## src/design/cpsat_pkg.sv

```systemverilog
// Shared types and constants for the convex polygon contact block.
// Holds the datapath command codes and the controller/datapath structs.
// No dependencies.
`default_nettype none
package cpsat_pkg;

  localparam int unsigned COORD_W = 24;
  localparam int unsigned DIST_W  = 32;
  localparam int unsigned NORM_W  = 16;
  localparam int unsigned DIFF_W  = 25;
  localparam int unsigned PROD_W  = 50;
  localparam int unsigned PROJ_W  = 52;
  localparam int unsigned LEN_W   = 64;
  localparam int unsigned REM_W   = 48;
  localparam int unsigned QUO_W   = 15;
  localparam int unsigned SHIFT_W = 5;
  localparam int unsigned VERT_W  = 2 * COORD_W;

  localparam logic [1:0] OP_ADD_A = 2'd0;
  localparam logic [1:0] OP_ADD_B = 2'd1;
  localparam logic [1:0] OP_TEST  = 2'd2;
  localparam logic [1:0] OP_CLEAR = 2'd3;

  typedef enum logic [4:0] {
    DP_NOP,
    DP_LOAD_A,
    DP_LOAD_B,
    DP_CLEAR,
    DP_START,
    DP_READ_P,
    DP_LATCH_P1,
    DP_DIFF,
    DP_SQX,
    DP_SQY,
    DP_LEN,
    DP_NORM,
    DP_SQRT,
    DP_DIVX_INIT,
    DP_DIV,
    DP_DIVY_INIT,
    DP_DIV_END,
    DP_PD1,
    DP_PD2,
    DP_PD3,
    DP_READ_Q,
    DP_LATCH_Q,
    DP_QM1,
    DP_QM2,
    DP_QM3,
    DP_GAP,
    DP_DIR1,
    DP_DIR2,
    DP_DIR3,
    DP_SEP,
    DP_RESULT
  } dp_op_e;

  typedef struct packed {
    dp_op_e op;
    logic   pass_b;
    logic   first;
  } dp_cmd_t;

  typedef struct packed {
    logic len_zero;
    logic norm_done;
    logic gap_nonneg;
    logic res_busy;
  } dp_sts_t;

endpackage
`default_nettype wire

```

## src/design/cpsat_in_if.sv

```systemverilog
// Input channel of the contact block: valid/ready plus one item.
// Depends on cpsat_pkg.
`default_nettype none
interface cpsat_in_if
  import cpsat_pkg::*;
();
  logic                       valid;
  logic                       ready;
  logic [1:0]                 operation;
  logic signed [COORD_W-1:0]  coord_x;
  logic signed [COORD_W-1:0]  coord_y;
  logic signed [COORD_W-1:0]  dir_x;
  logic signed [COORD_W-1:0]  dir_y;

  modport source (output valid, operation, coord_x, coord_y, dir_x, dir_y, input ready);
  modport sink (input valid, operation, coord_x, coord_y, dir_x, dir_y, output ready);
endinterface
`default_nettype wire

```

## src/design/cpsat_out_if.sv

```systemverilog
// Output channel of the contact block: valid/ready plus one result.
// Depends on cpsat_pkg.
`default_nettype none
interface cpsat_out_if
  import cpsat_pkg::*;
();
  logic                      valid;
  logic                      ready;
  logic                      overlapping;
  logic                      contact_found;
  logic signed [DIST_W-1:0]  contact_distance;
  logic signed [NORM_W-1:0]  normal_x;
  logic signed [NORM_W-1:0]  normal_y;

  modport source (output valid, overlapping, contact_found, contact_distance, normal_x,
                  normal_y, input ready);
  modport sink (input valid, overlapping, contact_found, contact_distance, normal_x,
                normal_y, output ready);
endinterface
`default_nettype wire

```

## src/design/convex_polygon_sat_contact.sv

```systemverilog
// Top level of the 2D convex polygon separating-axis contact block.
// Depends on cpsat_pkg, cpsat_in_if, cpsat_out_if, cpsat_ctrl, cpsat_dp.
//
// Vertex loads and clears are accepted back to back. A test is worked
// through one step a cycle by a sequencer over a shared multiplier, a
// bit-serial square root and a restoring divider; it only holds at its end
// while the previous result has not been taken. Per edge of either polygon
// it reads the edge, squares its length, runs a normalizing shift loop on
// the squared length (shorter for longer edges), then takes 32 square-root
// steps, two 15-step divisions and a read, a latch and a multiply-accumulate
// per vertex of the other polygon; it stops early at the first separating
// edge. The block takes no new item while a test runs; its result sits in
// an output register, and a load may be accepted while it waits there.
`default_nettype none
module convex_polygon_sat_contact
  import cpsat_pkg::*;
#(
  parameter int unsigned MAX_VERTICES = 8
) (
  input  wire logic     clk_i,
  input  wire logic     rst_ni,
  cpsat_in_if.sink      in_i,
  cpsat_out_if.source   out_o
);
  localparam int unsigned AW = $clog2(MAX_VERTICES);
  localparam int unsigned CW = $clog2(MAX_VERTICES + 1);

  dp_cmd_t       cmd;
  dp_sts_t       sts;
  logic [AW-1:0] addr_p, addr_q;
  logic [CW-1:0] cnt_a, cnt_b;

  cpsat_ctrl #(.MAX_VERTICES(MAX_VERTICES), .AW(AW), .CW(CW)) u_ctrl (
    .clk_i     (clk_i),
    .rst_ni    (rst_ni),
    .in_valid_i(in_i.valid),
    .in_op_i   (in_i.operation),
    .in_ready_o(in_i.ready),
    .sts_i     (sts),
    .cnt_a_i   (cnt_a),
    .cnt_b_i   (cnt_b),
    .cmd_o     (cmd),
    .addr_p_o  (addr_p),
    .addr_q_o  (addr_q)
  );

  cpsat_dp #(.MAX_VERTICES(MAX_VERTICES), .AW(AW), .CW(CW)) u_dp (
    .clk_i             (clk_i),
    .rst_ni            (rst_ni),
    .cmd_i             (cmd),
    .addr_p_i          (addr_p),
    .addr_q_i          (addr_q),
    .coord_x_i         (in_i.coord_x),
    .coord_y_i         (in_i.coord_y),
    .dir_x_i           (in_i.dir_x),
    .dir_y_i           (in_i.dir_y),
    .out_ready_i       (out_o.ready),
    .out_valid_o       (out_o.valid),
    .overlapping_o     (out_o.overlapping),
    .contact_found_o   (out_o.contact_found),
    .contact_distance_o(out_o.contact_distance),
    .normal_x_o        (out_o.normal_x),
    .normal_y_o        (out_o.normal_y),
    .sts_o             (sts),
    .cnt_a_o           (cnt_a),
    .cnt_b_o           (cnt_b)
  );
endmodule
`default_nettype wire

```

## src/design/cpsat_ram.sv

```systemverilog
// Generic single-write, single-read RAM with registered read data.
// No dependencies.
`default_nettype none
module cpsat_ram #(
  parameter int unsigned WIDTH = 48,
  parameter int unsigned DEPTH = 8
) (
  input  wire logic                     clk_i,
  input  wire logic                     we_i,
  input  wire logic [$clog2(DEPTH)-1:0] waddr_i,
  input  wire logic [WIDTH-1:0]         wdata_i,
  input  wire logic                     re_i,
  input  wire logic [$clog2(DEPTH)-1:0] raddr_i,
  output logic      [WIDTH-1:0]         rdata_o
);
  logic [WIDTH-1:0] mem_q [DEPTH];

  always_ff @(posedge clk_i) begin
    if (we_i) begin
      mem_q[waddr_i] <= wdata_i;
    end
    if (re_i) begin
      rdata_o <= mem_q[raddr_i];
    end
  end
endmodule
`default_nettype wire

```

## src/design/cpsat_dp.sv

```systemverilog
// Datapath of the contact block: vertex stores, shared multiplier,
// square root and divider steps, gap tracking and the result register.
// Depends on cpsat_pkg and cpsat_ram.
`default_nettype none
module cpsat_dp
  import cpsat_pkg::*;
#(
  parameter int unsigned MAX_VERTICES = 8,
  parameter int unsigned AW = $clog2(MAX_VERTICES),
  parameter int unsigned CW = $clog2(MAX_VERTICES + 1)
) (
  input  wire logic                       clk_i,
  input  wire logic                       rst_ni,
  input  wire dp_cmd_t                    cmd_i,
  input  wire logic [AW-1:0]              addr_p_i,
  input  wire logic [AW-1:0]              addr_q_i,
  input  wire logic signed [COORD_W-1:0]  coord_x_i,
  input  wire logic signed [COORD_W-1:0]  coord_y_i,
  input  wire logic signed [COORD_W-1:0]  dir_x_i,
  input  wire logic signed [COORD_W-1:0]  dir_y_i,
  input  wire logic                       out_ready_i,
  output logic                            out_valid_o,
  output logic                            overlapping_o,
  output logic                            contact_found_o,
  output logic signed [DIST_W-1:0]        contact_distance_o,
  output logic signed [NORM_W-1:0]        normal_x_o,
  output logic signed [NORM_W-1:0]        normal_y_o,
  output dp_sts_t                         sts_o,
  output logic [CW-1:0]                   cnt_a_o,
  output logic [CW-1:0]                   cnt_b_o
);
  localparam logic [CW-1:0] MAX_CNT = CW'(MAX_VERTICES);

  logic [CW-1:0] cnt_a_q, cnt_b_q;
  logic          any_q, sep_q, out_valid_q;

  logic signed [COORD_W-1:0] dirx_q, diry_q, p1x_q, p1y_q, qx_q, qy_q;
  logic signed [DIFF_W-1:0]  dx_q, dy_q;
  logic signed [PROD_W-1:0]  prod_q, acc_q;
  logic [LEN_W-1:0]          len2_q, v_q, res_q, bit_q;
  logic [SHIFT_W-1:0]        k_q;
  logic [REM_W-1:0]          rem_q, dsh_q;
  logic [QUO_W-1:0]          quo_q;
  logic signed [NORM_W-1:0]  nx_q, ny_q, bnx_q, bny_q;
  logic signed [PROJ_W-1:0]  pd_q, mn_q, gap_q, best_q;
  logic                      ovl_q, fnd_q;
  logic signed [DIST_W-1:0]  dist_q;
  logic signed [NORM_W-1:0]  onx_q, ony_q;

  logic                      we_a, we_b, re_a, re_b;
  logic [AW-1:0]             raddr_a, raddr_b;
  logic [VERT_W-1:0]         rd_a, rd_b, rd_p, rd_q;
  logic signed [COORD_W-1:0] rpx, rpy;
  logic signed [DIFF_W-1:0]  dx_w, dy_w, mul_a, mul_b;
  logic signed [PROD_W-1:0]  prod_w;
  logic signed [PROJ_W-1:0]  sum_w;
  logic [LEN_W-1:0]          sq_t;
  logic                      sq_ge, div_ge;
  logic [DIFF_W-1:0]         mag_w;
  logic [LEN_W-1:0]          shl_w;
  logic [REM_W-1:0]          num_w;
  logic signed [NORM_W-1:0]  qs_w;
  logic                      reads_p, reads_q;
  logic                      found_w;
  logic signed [PROJ_W-1:0]  negb_w, qd_w;
  logic signed [DIST_W-1:0]  dist_w;

  assign we_a    = (cmd_i.op == DP_LOAD_A) && (cnt_a_q < MAX_CNT);
  assign we_b    = (cmd_i.op == DP_LOAD_B) && (cnt_b_q < MAX_CNT);
  assign reads_p = (cmd_i.op == DP_READ_P) || (cmd_i.op == DP_LATCH_P1);
  assign reads_q = (cmd_i.op == DP_READ_Q);
  assign re_a    = cmd_i.pass_b ? reads_q : reads_p;
  assign re_b    = cmd_i.pass_b ? reads_p : reads_q;
  assign raddr_a = cmd_i.pass_b ? addr_q_i : addr_p_i;
  assign raddr_b = cmd_i.pass_b ? addr_p_i : addr_q_i;
  assign rd_p    = cmd_i.pass_b ? rd_b : rd_a;
  assign rd_q    = cmd_i.pass_b ? rd_a : rd_b;

  cpsat_ram #(.WIDTH(VERT_W), .DEPTH(MAX_VERTICES)) u_ram_a (
    .clk_i  (clk_i),
    .we_i   (we_a),
    .waddr_i(cnt_a_q[AW-1:0]),
    .wdata_i({coord_x_i, coord_y_i}),
    .re_i   (re_a),
    .raddr_i(raddr_a),
    .rdata_o(rd_a)
  );

  cpsat_ram #(.WIDTH(VERT_W), .DEPTH(MAX_VERTICES)) u_ram_b (
    .clk_i  (clk_i),
    .we_i   (we_b),
    .waddr_i(cnt_b_q[AW-1:0]),
    .wdata_i({coord_x_i, coord_y_i}),
    .re_i   (re_b),
    .raddr_i(raddr_b),
    .rdata_o(rd_b)
  );

  assign rpx  = rd_p[VERT_W-1:COORD_W];
  assign rpy  = rd_p[COORD_W-1:0];
  assign dx_w = DIFF_W'(rpx) - DIFF_W'(p1x_q);
  assign dy_w = DIFF_W'(rpy) - DIFF_W'(p1y_q);

  always_comb begin
    mul_a = DIFF_W'(nx_q);
    mul_b = DIFF_W'(qx_q);
    case (cmd_i.op)
      DP_SQX:  begin mul_a = dx_q; mul_b = dx_q; end
      DP_SQY:  begin mul_a = dy_q; mul_b = dy_q; end
      DP_PD1:  begin mul_a = DIFF_W'(nx_q); mul_b = DIFF_W'(p1x_q); end
      DP_PD2:  begin mul_a = DIFF_W'(ny_q); mul_b = DIFF_W'(p1y_q); end
      DP_QM2:  begin mul_a = DIFF_W'(ny_q); mul_b = DIFF_W'(qy_q); end
      DP_DIR1: begin mul_a = DIFF_W'(nx_q); mul_b = DIFF_W'(dirx_q); end
      DP_DIR2: begin mul_a = DIFF_W'(ny_q); mul_b = DIFF_W'(diry_q); end
      default: begin mul_a = DIFF_W'(nx_q); mul_b = DIFF_W'(qx_q); end
    endcase
  end

  assign prod_w = mul_a * mul_b;
  assign sum_w  = PROJ_W'(acc_q) + PROJ_W'(prod_q);

  assign sq_t   = res_q + bit_q;
  assign sq_ge  = v_q >= sq_t;
  assign div_ge = rem_q >= dsh_q;

  always_comb begin
    if (cmd_i.op == DP_DIVY_INIT) begin
      mag_w = dx_q[DIFF_W-1] ? DIFF_W'(-dx_q) : DIFF_W'(dx_q);
    end else begin
      mag_w = dy_q[DIFF_W-1] ? DIFF_W'(-dy_q) : DIFF_W'(dy_q);
    end
  end

  assign shl_w = LEN_W'(mag_w) << k_q;
  assign num_w = REM_W'({shl_w[32:0], 14'b0}) + REM_W'(res_q[31:1]);
  assign qs_w  = NORM_W'(quo_q);

  always_ff @(posedge clk_i or negedge rst_ni) begin
    if (!rst_ni) begin
      cnt_a_q     <= '0;
      cnt_b_q     <= '0;
      any_q       <= 1'b0;
      sep_q       <= 1'b0;
      out_valid_q <= 1'b0;
    end else begin
      if (we_a) begin
        cnt_a_q <= cnt_a_q + CW'(1);
      end
      if (we_b) begin
        cnt_b_q <= cnt_b_q + CW'(1);
      end
      if (cmd_i.op == DP_CLEAR) begin
        cnt_a_q <= '0;
        cnt_b_q <= '0;
      end
      if (cmd_i.op == DP_START) begin
        any_q <= 1'b0;
        sep_q <= 1'b0;
      end
      if ((cmd_i.op == DP_DIR3) && (sum_w != '0)) begin
        any_q <= 1'b1;
      end
      if (cmd_i.op == DP_SEP) begin
        sep_q <= 1'b1;
      end
      if (cmd_i.op == DP_RESULT) begin
        out_valid_q <= 1'b1;
      end else if (out_ready_i) begin
        out_valid_q <= 1'b0;
      end
    end
  end

  always_ff @(posedge clk_i) begin
    case (cmd_i.op)
      DP_START: begin
        dirx_q <= dir_x_i;
        diry_q <= dir_y_i;
      end
      DP_LATCH_P1: begin
        p1x_q <= rpx;
        p1y_q <= rpy;
      end
      DP_DIFF: begin
        dx_q <= dx_w;
        dy_q <= dy_w;
      end
      DP_SQX, DP_PD1, DP_QM1, DP_DIR1: begin
        prod_q <= prod_w;
      end
      DP_SQY: begin
        prod_q <= prod_w;
        len2_q <= LEN_W'($unsigned(prod_q));
      end
      DP_PD2, DP_QM2, DP_DIR2: begin
        prod_q <= prod_w;
        acc_q  <= prod_q;
      end
      DP_LEN: begin
        len2_q <= len2_q + LEN_W'($unsigned(prod_q));
        k_q    <= '0;
      end
      DP_NORM: begin
        if (|len2_q[LEN_W-1:LEN_W-4]) begin
          v_q   <= len2_q;
          res_q <= '0;
          bit_q <= LEN_W'(1) << (LEN_W - 2);
        end else begin
          len2_q <= len2_q << 2;
          k_q    <= k_q + SHIFT_W'(1);
        end
      end
      DP_SQRT: begin
        if (sq_ge) begin
          v_q   <= v_q - sq_t;
          res_q <= (res_q >> 1) + bit_q;
        end else begin
          res_q <= res_q >> 1;
        end
        bit_q <= bit_q >> 2;
      end
      DP_DIVX_INIT: begin
        rem_q <= num_w;
        dsh_q <= {2'b0, res_q[31:0], 14'b0};
        quo_q <= '0;
      end
      DP_DIV: begin
        if (div_ge) begin
          rem_q <= rem_q - dsh_q;
        end
        quo_q <= {quo_q[QUO_W-2:0], div_ge};
        dsh_q <= dsh_q >> 1;
      end
      DP_DIVY_INIT: begin
        nx_q  <= dy_q[DIFF_W-1] ? -qs_w : qs_w;
        rem_q <= num_w;
        dsh_q <= {2'b0, res_q[31:0], 14'b0};
        quo_q <= '0;
      end
      DP_DIV_END: begin
        ny_q <= (!dx_q[DIFF_W-1] && (dx_q != '0)) ? -qs_w : qs_w;
      end
      DP_PD3: begin
        pd_q <= sum_w;
      end
      DP_LATCH_Q: begin
        qx_q <= rd_q[VERT_W-1:COORD_W];
        qy_q <= rd_q[COORD_W-1:0];
      end
      DP_QM3: begin
        if (cmd_i.first || (sum_w < mn_q)) begin
          mn_q <= sum_w;
        end
      end
      DP_GAP: begin
        gap_q <= mn_q - pd_q;
      end
      DP_DIR3: begin
        if ((sum_w != '0) && (!any_q || (gap_q > best_q))) begin
          best_q <= gap_q;
          bnx_q  <= cmd_i.pass_b ? -nx_q : nx_q;
          bny_q  <= cmd_i.pass_b ? -ny_q : ny_q;
        end
      end
      DP_RESULT: begin
        ovl_q  <= !sep_q;
        fnd_q  <= found_w;
        dist_q <= dist_w;
        onx_q  <= found_w ? bnx_q : '0;
        ony_q  <= found_w ? bny_q : '0;
      end
      default: begin
      end
    endcase
  end

  assign found_w = any_q && !sep_q;
  assign negb_w  = -best_q;
  assign qd_w    = (negb_w + PROJ_W'(16383)) >>> 14;

  always_comb begin
    dist_w = {1'b1, {(DIST_W-1){1'b0}}};
    if (found_w && (qd_w <= (PROJ_W'(1) <<< (DIST_W - 1)))) begin
      dist_w = -DIST_W'(qd_w);
    end
  end

  assign sts_o.len_zero   = (len2_q == '0);
  assign sts_o.norm_done  = |len2_q[LEN_W-1:LEN_W-4];
  assign sts_o.gap_nonneg = !gap_q[PROJ_W-1];
  assign sts_o.res_busy   = out_valid_q && !out_ready_i;

  assign cnt_a_o            = cnt_a_q;
  assign cnt_b_o            = cnt_b_q;
  assign out_valid_o        = out_valid_q;
  assign overlapping_o      = ovl_q;
  assign contact_found_o    = fnd_q;
  assign contact_distance_o = dist_q;
  assign normal_x_o         = onx_q;
  assign normal_y_o         = ony_q;
endmodule
`default_nettype wire

```

## src/design/cpsat_ctrl.sv

```systemverilog
// Controller of the contact block: walks edges and vertices and issues
// one datapath command per cycle. Depends on cpsat_pkg.
`default_nettype none
module cpsat_ctrl
  import cpsat_pkg::*;
#(
  parameter int unsigned MAX_VERTICES = 8,
  parameter int unsigned AW = $clog2(MAX_VERTICES),
  parameter int unsigned CW = $clog2(MAX_VERTICES + 1)
) (
  input  wire logic          clk_i,
  input  wire logic          rst_ni,
  input  wire logic          in_valid_i,
  input  wire logic [1:0]    in_op_i,
  output logic               in_ready_o,
  input  wire dp_sts_t       sts_i,
  input  wire logic [CW-1:0] cnt_a_i,
  input  wire logic [CW-1:0] cnt_b_i,
  output dp_cmd_t            cmd_o,
  output logic [AW-1:0]      addr_p_o,
  output logic [AW-1:0]      addr_q_o
);
  typedef enum logic [5:0] {
    S_IDLE, S_TEST, S_RDP, S_P1, S_DIFF, S_SQX, S_SQY, S_LEN, S_CHK, S_NORM,
    S_SQRT, S_DIVX_INIT, S_DIVX, S_DIVY_INIT, S_DIVY, S_DIVEND, S_PD1, S_PD2,
    S_PD3, S_RDQ, S_LQ, S_QM1, S_QM2, S_QM3, S_GAP, S_GCHK, S_DIR1, S_DIR2,
    S_DIR3, S_NEXT, S_SEP, S_DONE
  } state_e;

  localparam logic [SHIFT_W-1:0] SQRT_LAST = SHIFT_W'(31);
  localparam logic [SHIFT_W-1:0] DIV_LAST  = SHIFT_W'(QUO_W - 1);

  state_e             state_q, state_d;
  logic [AW-1:0]      i_q, i_d, j_q, j_d;
  logic [SHIFT_W-1:0] iter_q, iter_d;
  logic               pass_q, pass_d;
  logic [CW-1:0]      pn, qn, i_inc, j_inc;
  logic [AW-1:0]      nxt;

  assign pn    = pass_q ? cnt_b_i : cnt_a_i;
  assign qn    = pass_q ? cnt_a_i : cnt_b_i;
  assign i_inc = CW'(i_q) + CW'(1);
  assign j_inc = CW'(j_q) + CW'(1);
  assign nxt   = (i_inc == pn) ? '0 : i_q + AW'(1);

  assign in_ready_o = (state_q == S_IDLE);
  assign addr_p_o   = (state_q == S_P1) ? nxt : i_q;
  assign addr_q_o   = j_q;

  always_comb begin
    state_d      = state_q;
    i_d          = i_q;
    j_d          = j_q;
    iter_d       = iter_q;
    pass_d       = pass_q;
    cmd_o.op     = DP_NOP;
    cmd_o.pass_b = pass_q;
    cmd_o.first  = (j_q == '0);
    case (state_q)
      S_IDLE: begin
        if (in_valid_i) begin
          case (in_op_i)
            OP_ADD_A: cmd_o.op = DP_LOAD_A;
            OP_ADD_B: cmd_o.op = DP_LOAD_B;
            OP_CLEAR: cmd_o.op = DP_CLEAR;
            OP_TEST: begin
              cmd_o.op = DP_START;
              state_d  = S_TEST;
            end
            default: cmd_o.op = DP_NOP;
          endcase
        end
      end
      S_TEST: begin
        pass_d = 1'b0;
        i_d    = '0;
        if ((cnt_a_i == '0) || (cnt_b_i == '0)) begin
          state_d = S_SEP;
        end else begin
          state_d = S_RDP;
        end
      end
      S_RDP: begin
        cmd_o.op = DP_READ_P;
        state_d  = S_P1;
      end
      S_P1: begin
        cmd_o.op = DP_LATCH_P1;
        state_d  = S_DIFF;
      end
      S_DIFF: begin
        cmd_o.op = DP_DIFF;
        state_d  = S_SQX;
      end
      S_SQX: begin
        cmd_o.op = DP_SQX;
        state_d  = S_SQY;
      end
      S_SQY: begin
        cmd_o.op = DP_SQY;
        state_d  = S_LEN;
      end
      S_LEN: begin
        cmd_o.op = DP_LEN;
        state_d  = S_CHK;
      end
      S_CHK: begin
        state_d = sts_i.len_zero ? S_NEXT : S_NORM;
      end
      S_NORM: begin
        cmd_o.op = DP_NORM;
        iter_d   = '0;
        if (sts_i.norm_done) begin
          state_d = S_SQRT;
        end
      end
      S_SQRT: begin
        cmd_o.op = DP_SQRT;
        iter_d   = iter_q + SHIFT_W'(1);
        if (iter_q == SQRT_LAST) begin
          state_d = S_DIVX_INIT;
        end
      end
      S_DIVX_INIT: begin
        cmd_o.op = DP_DIVX_INIT;
        iter_d   = '0;
        state_d  = S_DIVX;
      end
      S_DIVX: begin
        cmd_o.op = DP_DIV;
        iter_d   = iter_q + SHIFT_W'(1);
        if (iter_q == DIV_LAST) begin
          state_d = S_DIVY_INIT;
        end
      end
      S_DIVY_INIT: begin
        cmd_o.op = DP_DIVY_INIT;
        iter_d   = '0;
        state_d  = S_DIVY;
      end
      S_DIVY: begin
        cmd_o.op = DP_DIV;
        iter_d   = iter_q + SHIFT_W'(1);
        if (iter_q == DIV_LAST) begin
          state_d = S_DIVEND;
        end
      end
      S_DIVEND: begin
        cmd_o.op = DP_DIV_END;
        state_d  = S_PD1;
      end
      S_PD1: begin
        cmd_o.op = DP_PD1;
        state_d  = S_PD2;
      end
      S_PD2: begin
        cmd_o.op = DP_PD2;
        state_d  = S_PD3;
      end
      S_PD3: begin
        cmd_o.op = DP_PD3;
        j_d      = '0;
        state_d  = S_RDQ;
      end
      S_RDQ: begin
        cmd_o.op = DP_READ_Q;
        state_d  = S_LQ;
      end
      S_LQ: begin
        cmd_o.op = DP_LATCH_Q;
        state_d  = S_QM1;
      end
      S_QM1: begin
        cmd_o.op = DP_QM1;
        state_d  = S_QM2;
      end
      S_QM2: begin
        cmd_o.op = DP_QM2;
        state_d  = S_QM3;
      end
      S_QM3: begin
        cmd_o.op = DP_QM3;
        if (j_inc < qn) begin
          j_d     = j_q + AW'(1);
          state_d = S_RDQ;
        end else begin
          state_d = S_GAP;
        end
      end
      S_GAP: begin
        cmd_o.op = DP_GAP;
        state_d  = S_GCHK;
      end
      S_GCHK: begin
        state_d = sts_i.gap_nonneg ? S_SEP : S_DIR1;
      end
      S_DIR1: begin
        cmd_o.op = DP_DIR1;
        state_d  = S_DIR2;
      end
      S_DIR2: begin
        cmd_o.op = DP_DIR2;
        state_d  = S_DIR3;
      end
      S_DIR3: begin
        cmd_o.op = DP_DIR3;
        state_d  = S_NEXT;
      end
      S_NEXT: begin
        if (i_inc < pn) begin
          i_d     = i_q + AW'(1);
          state_d = S_RDP;
        end else if (!pass_q) begin
          pass_d  = 1'b1;
          i_d     = '0;
          state_d = S_RDP;
        end else begin
          state_d = S_DONE;
        end
      end
      S_SEP: begin
        cmd_o.op = DP_SEP;
        state_d  = S_DONE;
      end
      S_DONE: begin
        if (!sts_i.res_busy) begin
          cmd_o.op = DP_RESULT;
          state_d  = S_IDLE;
        end
      end
      default: state_d = S_IDLE;
    endcase
  end

  always_ff @(posedge clk_i or negedge rst_ni) begin
    if (!rst_ni) begin
      state_q <= S_IDLE;
      i_q     <= '0;
      j_q     <= '0;
      iter_q  <= '0;
      pass_q  <= 1'b0;
    end else begin
      state_q <= state_d;
      i_q     <= i_d;
      j_q     <= j_d;
      iter_q  <= iter_d;
      pass_q  <= pass_d;
    end
  end
endmodule
`default_nettype wire

```

## src/flat_wrapper.sv

```systemverilog
// flat-port wrapper written by rule: the top's interface ports become plain ports
module convex_polygon_sat_contact_flat import cpsat_pkg::*;
#(
  parameter int unsigned MAX_VERTICES = 8
)
  (clk_i, rst_ni, in_i_valid, in_i_operation, in_i_coord_x, in_i_coord_y, in_i_dir_x, in_i_dir_y, in_i_ready, out_o_valid, out_o_overlapping, out_o_contact_found, out_o_contact_distance, out_o_normal_x, out_o_normal_y, out_o_ready);
  cpsat_in_if in_i_i ();
  cpsat_out_if out_o_i ();
  input  wire logic clk_i;
  input  wire logic rst_ni;
  input wire logic [$bits(in_i_i.valid)-1:0] in_i_valid;
  input wire logic [$bits(in_i_i.operation)-1:0] in_i_operation;
  input wire logic [$bits(in_i_i.coord_x)-1:0] in_i_coord_x;
  input wire logic [$bits(in_i_i.coord_y)-1:0] in_i_coord_y;
  input wire logic [$bits(in_i_i.dir_x)-1:0] in_i_dir_x;
  input wire logic [$bits(in_i_i.dir_y)-1:0] in_i_dir_y;
  output wire logic [$bits(in_i_i.ready)-1:0] in_i_ready;
  output wire logic [$bits(out_o_i.valid)-1:0] out_o_valid;
  output wire logic [$bits(out_o_i.overlapping)-1:0] out_o_overlapping;
  output wire logic [$bits(out_o_i.contact_found)-1:0] out_o_contact_found;
  output wire logic [$bits(out_o_i.contact_distance)-1:0] out_o_contact_distance;
  output wire logic [$bits(out_o_i.normal_x)-1:0] out_o_normal_x;
  output wire logic [$bits(out_o_i.normal_y)-1:0] out_o_normal_y;
  input wire logic [$bits(out_o_i.ready)-1:0] out_o_ready;
  assign in_i_i.valid = in_i_valid;
  assign in_i_i.operation = in_i_operation;
  assign in_i_i.coord_x = in_i_coord_x;
  assign in_i_i.coord_y = in_i_coord_y;
  assign in_i_i.dir_x = in_i_dir_x;
  assign in_i_i.dir_y = in_i_dir_y;
  assign in_i_ready = in_i_i.ready;
  assign out_o_valid = out_o_i.valid;
  assign out_o_overlapping = out_o_i.overlapping;
  assign out_o_contact_found = out_o_i.contact_found;
  assign out_o_contact_distance = out_o_i.contact_distance;
  assign out_o_normal_x = out_o_i.normal_x;
  assign out_o_normal_y = out_o_i.normal_y;
  assign out_o_i.ready = out_o_ready;
  convex_polygon_sat_contact #(.MAX_VERTICES(MAX_VERTICES)) u_core (.clk_i(clk_i), .rst_ni(rst_ni), .in_i(in_i_i), .out_o(out_o_i));
endmodule
```

## config.mk

```make
export PLATFORM = sky130hd
export DESIGN_NAME = convex_polygon_sat_contact_flat
export DESIGN_NICKNAME = d
export VERILOG_FILES = /design/src/design/cpsat_pkg.sv /design/src/design/cpsat_in_if.sv /design/src/design/cpsat_out_if.sv /design/src/design/convex_polygon_sat_contact.sv /design/src/design/cpsat_ram.sv /design/src/design/cpsat_dp.sv /design/src/design/cpsat_ctrl.sv /design/src/flat_wrapper.sv
export SDC_FILE = /design/constraint.sdc
export NUM_CORES = 2
export LEC_CHECK = 0
export BUFFER_PORTS_ARGS = -buffer_cell sky130_fd_sc_hd__buf_4
export CORE_MARGIN = 5
export CORE_UTILIZATION = 45
export CTS_CLUSTER_DIAMETER = 40
export DETAILED_ROUTE_END_ITERATION = 7
export GPL_ROUTABILITY_DRIVEN = 0
export SYNTH_ARGS = -nofsm -noshare
export SYNTH_HDL_FRONTEND = slang
export SYNTH_SLANG_ARGS = --single-unit
```

## constraint.sdc

```tcl
create_clock -name clk_i -period 20.2 [get_ports clk_i]
set_input_delay 4.04 -clock clk_i [delete_from_list [all_inputs] [get_ports clk_i]]
set_output_delay 4.04 -clock clk_i [all_outputs]
set_load 0.005 [all_outputs]
```

==> reports/results.ini <==
[outcome]
status=finished, final reports clean

[placed_design]
dp_hpwl_mm=265
place_area_um2=128000
pre_cts_ws_ps=4140
io_buffers=169

[setup_path]
cp-end-kind=flop
reg2reg_to=u_core.u_dp.prod_q[49]$_DFFE_PP_
ff2ff_setup_slack_ps=6170
crit_type=input port to flop
slowest_delay_ps=720
cp.required_ps=20820
critPathLaunchType=input port
cp.arrival_ps=15900
reg2regPathDepth=44
crit_start=out_o_ready
slowest_stage=buf_4
path_max_fanout=68
worstReg2RegStart=u_core.u_ctrl.state_q[3]$_DFFE_PN0P_

[drt]
viasPerCell=5.87
routedWlPerCell_um=24.8
first_pass_iters=6
totalWireLength_mm=364
drc=0
drt_iter0_drc=8364
antenna_left=0
vias=86200

[die]
design.die.area_um2=282000
ioPinCount=170
rows=191
initial_core_util_pct=45.2
die_h_um=531
fp.coreArea_um2=271000
die_x_um=531

[synthesis]
synth_top_flop_cell=edfxtp_1
syn_nets=12100
syn_avg_cell_area_um2=11.5
synth.distinct_cells=100
syn-cell-area_um2=122000
yosys_warnings=0
seq_area_frac_synth_pct=45.6
postSynthCellCount=10600
ys_seq_elements=1860
synth_edf_count=1832
synthArstFlopShare_pct=1.51

[clock_tree]
htreeDepth=5
cts-root-buf=clkbuf_16
clock_latency_ps=930
cts_resized=0
cts_buffer_depth=4
post_cts.repair.setup_buffers=0
clkTransAtPathRegs_ps=50
cts_sinks=1860
postCtsHoldBufs=0
cts_tree=yes
cts_buffers=307

[layout]
final_cell_mix=1832 x edfxtp_1, 1103 x inv_1, 938 x nand2_1, 778 x nor2_1, 666 x fa_1
drive_gt1_share_pct=12.6
nNetsFinal=12300
fin_area_um2=138000
layout_commonest_cell=edfxtp_1
final_util_pct=51.1
area_growth_pct=13.2

[sta]
setup_slack_ps=4920
timing.final.hold_violations=0
maxSlewHeadroom_pct=6.15
setup_viol_count_final=0
max_freq_ghz=0.0654
fin_crit_sh_pct=75.7
setup_tns_ps=0
maxSlewViolCount=0
rsz0062_at_grt=false
worst_pin_slew_ps=1410
finClkSkew_ps=78.7
fin_crit_ps=15280

[run]
max_cap_viol_count=0

[grt]
grt_util_all_layers_pct=25.5
first_global_vias=87200
antenna_found_initial=19
grt_overflow=0
grt_pass1_wl_mm=546
grt_max_degree=109

[min_path]
hold_path_class=flop to flop
min_to=u_core.u_dp.best_q[50]$_DFFE_PP_
whs_path_depth=0
min_from=u_core.u_dp.gap_q[50]$_DFFE_PN_

kinds of logic (layout without fill, tap and decap cells):
| family | after synthesis | after routing | synth area share (%) |
|---|---|---|---|
| flops | 1860 | 1860 | 45.6 |
| simple gates | 2829 | 2829 | 10.8 |
| compound gates | 1985 | 1985 | 10.4 |
| buf+inv | 1506 | 1990 | 4.66 |
| fa+ha+maj | 1327 | 1327 | 17.7 |
| other cells | 0 | 10 | 0 |
| xor+xnor | 619 | 619 | 4.44 |
| mux | 501 | 501 | 6.44 |
per-stage QoR:
stage,hold WS (ps),instances
after global placement,442,14100
after global routing,463,14700
after floorplan,426,10600
final,450,14700
after CTS,455,14700
after detailed placement,443,14100
layout make-up:
cell class                 instances  area, µm²
antenna                           10       25.0
clock buffer                     345       7910
clock inverter                   217       2370
fill                           23600     132000
inverter                        1109       4170
multi-input combinational       7261      61300
sequential                      1860      55700
tap                             3570       4470
timing repair buffer             319       2410
worst max path at each step:
stage          slack, ps  cells after the start                               end
2_1_floorplan       3120                     41  u_core.u_dp.prod_q[49]$_DFFE_PP_
3_3_place_gp        4290                     44  u_core.u_dp.prod_q[49]$_DFFE_PP_
3_5_place_dp        4140                     44  u_core.u_dp.prod_q[49]$_DFFE_PP_
4_1_cts             5090                     44  u_core.u_dp.prod_q[49]$_DFFE_PP_
5_1_grt             4150                     44  u_core.u_dp.prod_q[49]$_DFFE_PP_
6_report            4920                     44  u_core.u_dp.prod_q[49]$_DFFE_PP_
per-layer routing:
| layer | vias up | GRT usage, % | part of all wire [%] |
|---|---|---|---|
| met5 | - | 0 | 0.016 |
| met1 | 43100 | 32.7 | 40 |
| met4 | 10 | 13.8 | 6.4 |
| met2 | 3640 | 41.1 | 46 |
| met3 | 889 | 5.04 | 7.8 |
| li1 | 38600 | - | - |
critical path: cells and delay by family:
kind                     cells  cell delay (ps)
AO/OA/AOI/OAI               14             3600
buffers and inverters       13             2520
adder cells (fa/ha/maj)      8             3840
AND/OR/NAND/NOR              8             1670
XOR/XNOR                     1              100
flip-flops by register name (all words and copies together), names as in the netlist, 32 cells and up:
name / cells
u_core.u_dp.acc_q: 50
u_core.u_dp.best_q: 52
u_core.u_dp.bit_q: 32
u_core.u_dp.contact_distance_o: 32
u_core.u_dp.dsh_q: 46
u_core.u_dp.gap_q: 52
u_core.u_dp.len2_q: 64
u_core.u_dp.mn_q: 51
u_core.u_dp.pd_q: 51
u_core.u_dp.prod_q: 50
u_core.u_dp.rem_q: 48
u_core.u_dp.res_q: 64
u_core.u_dp.u_ram_a.mem_q: 384
u_core.u_dp.u_ram_a.rdata_o: 48
u_core.u_dp.u_ram_b.mem_q: 384
u_core.u_dp.u_ram_b.rdata_o: 48
u_core.u_dp.v_q: 64
Yosys cell counts, drive strengths merged, types with 25 or more instances:
cell type	number	area share [%]
o211ai	28	0.17
ha	661	6.8
or4	31	0.20
nand2b	99	0.51
a22oi	91	0.56
or3	59	0.30
and3	107	0.55
nor3	154	0.64
nor4	44	0.23
a21oi	465	1.9
o21ai	523	2.2
clkbuf	340	1.0
dfrtp	28	0.57
a31oi	103	0.53
mux4	208	3.8
nor2	795	2.4
xor2	251	1.8
nand3	170	0.70
nand2	939	2.9
a21o	193	1.2
inv	1105	3.4
a211oi	88	0.54
xnor2	368	2.6
or2	39	0.20
mux2	203	1.9
o41ai	25	0.18
fa	666	11
buf	57	0.21
o31ai	65	0.40
nor2b	107	0.55
mux2i	90	0.74
a221oi	26	0.19
o21bai	69	0.42
edfxtp	1832	45
nand4	112	0.58
o21a	64	0.39
and2	113	0.58
Power is left out: the tool's default activity adds up to more than one toggle a clock period on the data nets, which glitch-free logic cannot reach.
